<file path="config.mk">
export PLATFORM = sky130hd
export DESIGN_NAME = tapu_div
export DESIGN_NICKNAME = d
export VERILOG_FILES = /design/src/rtl/tapu_pkg.sv /design/src/rtl/tapu_div.sv
export SDC_FILE = /design/constraint.sdc
export NUM_CORES = 2
export LEC_CHECK = 0
export BUFFER_PORTS_ARGS = -buffer_cell sky130_fd_sc_hd__buf_2
export CAP_MARGIN = 10
export CORE_ASPECT_RATIO = 1.1
export CORE_UTILIZATION = 64
export DETAILED_ROUTE_END_ITERATION = 7
export PLACE_DENSITY = 0.81
export SLEW_MARGIN = 20
export SYNTH_ARGS = -nofsm -noshare
export SYNTH_HDL_FRONTEND = slang
export SYNTH_SLANG_ARGS = --single-unit
</file>
<file path="constraint.sdc">
create_clock -name clock -period 13.13 [get_ports clock]
set_clock_uncertainty 0.15 [all_clocks]
set_input_delay 1.313 -clock clock [delete_from_list [all_inputs] [get_ports clock]]
set_output_delay 1.313 -clock clock [all_outputs]
set_load 0.02 [all_outputs]
</file>
<file path="src/rtl/tapu_pkg.sv">
// ----------------------------------------------------------------------------
// tapu_pkg
// Shared types and constants of the tanh/atanh rational approximation unit.
// ----------------------------------------------------------------------------
package tapu_pkg;

   localparam int FRAC_BITS = 12;
   localparam int X_W       = 18;
   localparam int Y_W       = 15;
   localparam int Y_MAX     = 16383;
   localparam int Y_MIN     = -16384;
   localparam int SCALE     = 1 << FRAC_BITS;

   // largest tanh argument that still goes through the rational approximation
   localparam int TANH_LIM  = (497 * SCALE) / 100;

   // magnitude < 5 * scale, x^2 < 25 * scale, x^4 < 625 * scale (all scaled)
   localparam int MAG_W  = FRAC_BITS + 3;
   localparam int T_W    = FRAC_BITS + 5;
   localparam int U_W    = FRAC_BITS + 10;
   localparam int ND_W   = FRAC_BITS + 17;
   localparam int NUM_W  = FRAC_BITS + 13;
   localparam int DEN_W  = FRAC_BITS + 15;
   localparam int DV_W   = MAG_W + NUM_W;

   // quotient bits resolved by the divider, one per stage, plus an overflow stage
   localparam int QB      = 16;
   localparam int DIV_STG = QB + 1;

   localparam int ONE_POS = (SCALE > Y_MAX) ? Y_MAX : SCALE;
   localparam int ONE_NEG = (-SCALE < Y_MIN) ? Y_MIN : -SCALE;

   typedef enum logic {
      OP_TANH  = 1'b0,
      OP_ATANH = 1'b1
   } op_type;

   typedef struct packed {
      logic neg;
      logic clamp;
      logic bad;
   } tag_type;

   typedef struct packed {
      op_type             op;
      logic               neg;
      logic               clamp;
      logic               bad;
      logic [MAG_W-1:0]   mag;
      logic [T_W-1:0]     t;
      logic [U_W-1:0]     u;
      logic [NUM_W-1:0]   num;
      logic [DEN_W-1:0]   den;
   } front_type;

   typedef struct packed {
      logic [DV_W-1:0]  dividend;
      logic [DEN_W-1:0] den;
      tag_type          tag;
   } div_in_type;

   typedef struct packed {
      logic [DV_W-1:0]  rem;
      logic [DEN_W-1:0] den;
      logic [QB-1:0]    q;
      logic             ovf;
      tag_type          tag;
   } div_stage_type;

   typedef struct packed {
      logic [QB-1:0] q;
      logic          ovf;
      tag_type       tag;
   } div_out_type;

endpackage

</file>
<file path="src/rtl/tapu_div.sv">
// ----------------------------------------------------------------------------
// tapu_div
// Pipelined restoring divider: an overflow check, then one quotient bit per
// stage. Each stage holds its item until the next one can take it.
// ----------------------------------------------------------------------------
module tapu_div (
   input  logic                  clock,
   input  logic                  reset,
   input  logic                  in_valid,
   output logic                  in_ready,
   input  tapu_pkg::div_in_type  in_data,
   output logic                  out_valid,
   input  logic                  out_ready,
   output tapu_pkg::div_out_type out_data
);
   import tapu_pkg::*;

   div_stage_type      st_ff [DIV_STG];
   div_stage_type      st_in [DIV_STG];
   logic [DIV_STG-1:0] v_ff;
   logic [DIV_STG:0]   rdy;

   always_comb begin
      rdy[DIV_STG] = out_ready;
      for (int k = DIV_STG - 1; k >= 0; k--) begin
         rdy[k] = !v_ff[k] || rdy[k+1];
      end
   end

   // quotient must fit in QB bits, otherwise flag it and skip the steps
   always_comb begin
      st_in[0].rem = in_data.dividend;
      st_in[0].den = in_data.den;
      st_in[0].q   = '0;
      st_in[0].ovf = (in_data.dividend >> QB) >= DV_W'(in_data.den);
      st_in[0].tag = in_data.tag;
   end

   for (genvar k = 1; k < DIV_STG; k++) begin : g_step
      localparam int B = QB - k;
      always_comb begin
         st_in[k] = st_ff[k-1];
         if (!st_ff[k-1].ovf && ((st_ff[k-1].rem >> B) >= DV_W'(st_ff[k-1].den))) begin
            st_in[k].rem  = st_ff[k-1].rem - (DV_W'(st_ff[k-1].den) << B);
            st_in[k].q[B] = 1'b1;
         end
      end
   end

   for (genvar k = 0; k < DIV_STG; k++) begin : g_reg
      always_ff @(posedge clock) begin
         if (reset) begin
            v_ff[k] <= 1'b0;
         end else if (rdy[k]) begin
            v_ff[k] <= (k == 0) ? in_valid : v_ff[(k == 0) ? 0 : k-1];
         end
      end

      always_ff @(posedge clock) begin
         if (rdy[k]) begin
            st_ff[k] <= st_in[k];
         end
      end
   end

   assign in_ready      = rdy[0];
   assign out_valid     = v_ff[DIV_STG-1];
   assign out_data.q    = st_ff[DIV_STG-1].q;
   assign out_data.ovf  = st_ff[DIV_STG-1].ovf;
   assign out_data.tag  = st_ff[DIV_STG-1].tag;

endmodule

</file>
==> summary.md <==
| Metric | Value |
|---|---|
| Status | `complete, no violations` |
| I/O pins | `96` |
| Final Net Count | `approximately 6400` |
| Setup ws final | `6.94 ns` |
| Vias in the first global route | `45237` |
| CTS root buf | `clkbuf_16` |
| Fmax | `161 MHz` |
| Clk Latency, worst-skew pair | `0.76 ns` |
| CTS tree | `done` |
| Routed wire length | `150000 um` |
| CTS sink cnt | `between 1000 and 1500` |
| Post-synth EDFFs | `approximately 1300` |
| Max Cap Viol | `0` |
| RSZ-0062 raised after global routing | `no` |
| Design area | `73600 um^2` |
| Register area share after synthesis | `0.576` |
| Synth Instances | `around 5700` |
| Placed insts | `7070` |
| Htree depth | `4` |
| Max Slew Vio Count | `0` |
| Arrival time worst endpoint | `4.73 ns` |
| Final setup vio count | `0` |
| WL/cell | `20.5 um` |
| Synth cell types | `99` |
| Non-filler instance count after layout | `7315` |
| Ys flop type | `edfxtp_1` |
| Fin crit period | `6.19 ns` |
| Final hold vios | `0` |
| Relative slew slack | `0.302` |
| Worst hold margin | `about 0.26 ns` |
| Row count | `~120` |
| CP max FO | `25` |
| Part of the cycle the worst path needs | `0.472` |
| Die ar. | `106000 um^2` |
| Worst path required time | `11.67 ns` |
| Grt total ovfl | `0` |
| Number of routed nets with antenna violations | `0` |
| Total iterations of the first detailed-routing run | `6` |
| Hold-fix buffers, CTS | `0` |
| Vias per inst | `5.93` |
| IO buf count | `95` |
| Worst slew pin tran | `1.04 ns` |
| Starting Density | `0.646` |
| Die Wd | `approximately 310 um` |
| Cts bufs inserted | `roughly 130` |
| Post_cts resized | `0` |
| First-pass GRT wire length | `~230000 um` |
| Pwr dens | `approximately 230 nW/um^2` |
| Final setup TNS | `0 ns` |
| Multi-input combinational cell area | `roughly 26000 um^2` |
| CP endpoint kind | `output pin` |
| Vias | `43355` |
| Static leakage | `30.5 nW` |
| Fillers | `between 6000 and 7000` |
| Initial antenna violation count | `4` |
| Seq. cell area | `38700 um^2` |
| Post-CTS Repair Setup Buffers | `0` |
| CP Launch Type | `input port` |
| Clk buf depth | `3` |
| Detail Placement HPWL | `114000 um` |
| GRT Util Overall | `0.285` |
| Post-Syn Area per Cell | `11.8 um^2` |
| Syn Nets | `about 6200` |
| Largest net degree at the start of global routing | `86` |
| Post-synth top area share | `0.571` |
| Hold Crit Class | `flop to flop` |
| Synth area leader | `edfxtp_1` |
| Cell Area, Synth | `67100 um^2` |
| RePlAce Congestion | `a little over 1` |
| Max VDD drop | `0.000137 V` |
| Top cells by area, synth | `edfxtp_1 57%, ha_1 8.4%, inv_1 3.2%` |
| Die Y | `342 um` |
| Area delta synth->final | `9.60%` |
| Pre-CTS setup slack | `6.91 ns` |
| Asr flop ratio synth | `0` |
| Synth warn | `0` |
| Initial DRC count | `2546` |
| Core ar. | `104000 um^2` |
| Post-DP Area | `69200 um^2` |
| Register bit total from synthesis | `1293` |
| DRC Markers | `0` |
| Share of cells above drive strength 1 | `0.0805` |
| Clk slew on worst S/H paths | `0.06 ns` |
| Critical path class | `input port to output pin` |
## worst paths after layout
kind / start / to / slack, ns / depth (start not counted)
max: out_ready / in_ready / 6.94 / 12
min: st_ff[0][1148] / st_ff[0][1235] / 0.26 / 0
max reg2reg: out_valid / st_ff[0][112] / 8.45 / 10
min reg2reg: st_ff[0][1148] / st_ff[0][1235] / 0.26 / 0
## per-layer routing
layer	vias to the layer above	wire, um	GRT usage
met1	20588	46500	0.237
met2	1134	87200	0.590
met5	-	0	0
met3	505	4220	0.0327
li1	21128	-	-
met4	0	12300	0.222
## stage by stage
stage	utilization	total power, mW
after floorplan	-	11.1
after global placement	0.666	12.5
after detailed placement	0.666	12.7
after CTS	0.708	16.5
after global routing	0.708	17.5
final	0.708	16.6
## cell usage after synthesis, types with 63 or more instances
cell type and count:
o21ai_0 417, nor3_1 74, nand3_1 103, a21o_1 205, ha_1 453, nor2_1 269
edfxtp_1 1276, a21oi_1 344, mux2_2 74, inv_1 578, clkbuf_1 63, o21a_1 65
xor2_1 189, nand2_1 471, xnor2_1 214
## worst max-delay path, cell delays in order
cell	delay, ns
buf_2	0.09
nor2b_1	0.34
inv_1	0.13
nor2_1	0.24
and2_1	0.38
clkinv_2	0.45
nor3_1	0.46
buf_4	0.25
nand3_4	0.16
nor2_1	0.60
nand3_4	0.11
buf_2	0.18
## layout by cell type (no fill, tap or decap), types with 74 or more instances in the layout
master	instances
nor2_1	269
nand2_1	465
inv_1	572
a21oi_1	342
a21o_1	205
clkbuf_16	135
mux2_2	74
xnor2_1	214
edfxtp_1	1276
o21ai_0	417
nor3_1	74
buf_2	95
nand3_1	100
xor2_1	189
ha_1	453
## kinds of logic after synthesis
family,count (synthesis),share of synthesized area
xor gates and xnor gates,404,0.0528
DFF,1293,0.576
AOI/OAI and AO/OA,1405,0.132
and+or+nand+nor,1304,0.0928
buffers and inverters,704,0.0414
muxes,98,0.0162
adders and majority gates,468,0.0889
## registers in the layout (all words and copies together) (netlist names)
name,count
v_ff,16
st_ff,1276
out_valid,1
## power breakdown
group	internal (mW)	switching [mW]	leakage (nW)
registers	5.92	0.588	13.6
clock network	2.16	1.59	2.11
logic	2.66	3.66	14.8
total	10.7	5.84	30.5
## layout make-up
type,instances,share of cell area
Sequential cell,1293,0.525
Multi-Input combinational cell,3679,0.352
Clock buffer,164,0.0477
Inverter,581,0.0299
Tap cell,1386,0.0236
Clock inverter,77,0.0115
Timing Repair Buffer,131,0.0102
Antenna cell,4,0.000136
Power figures use the tool's default switching activity.
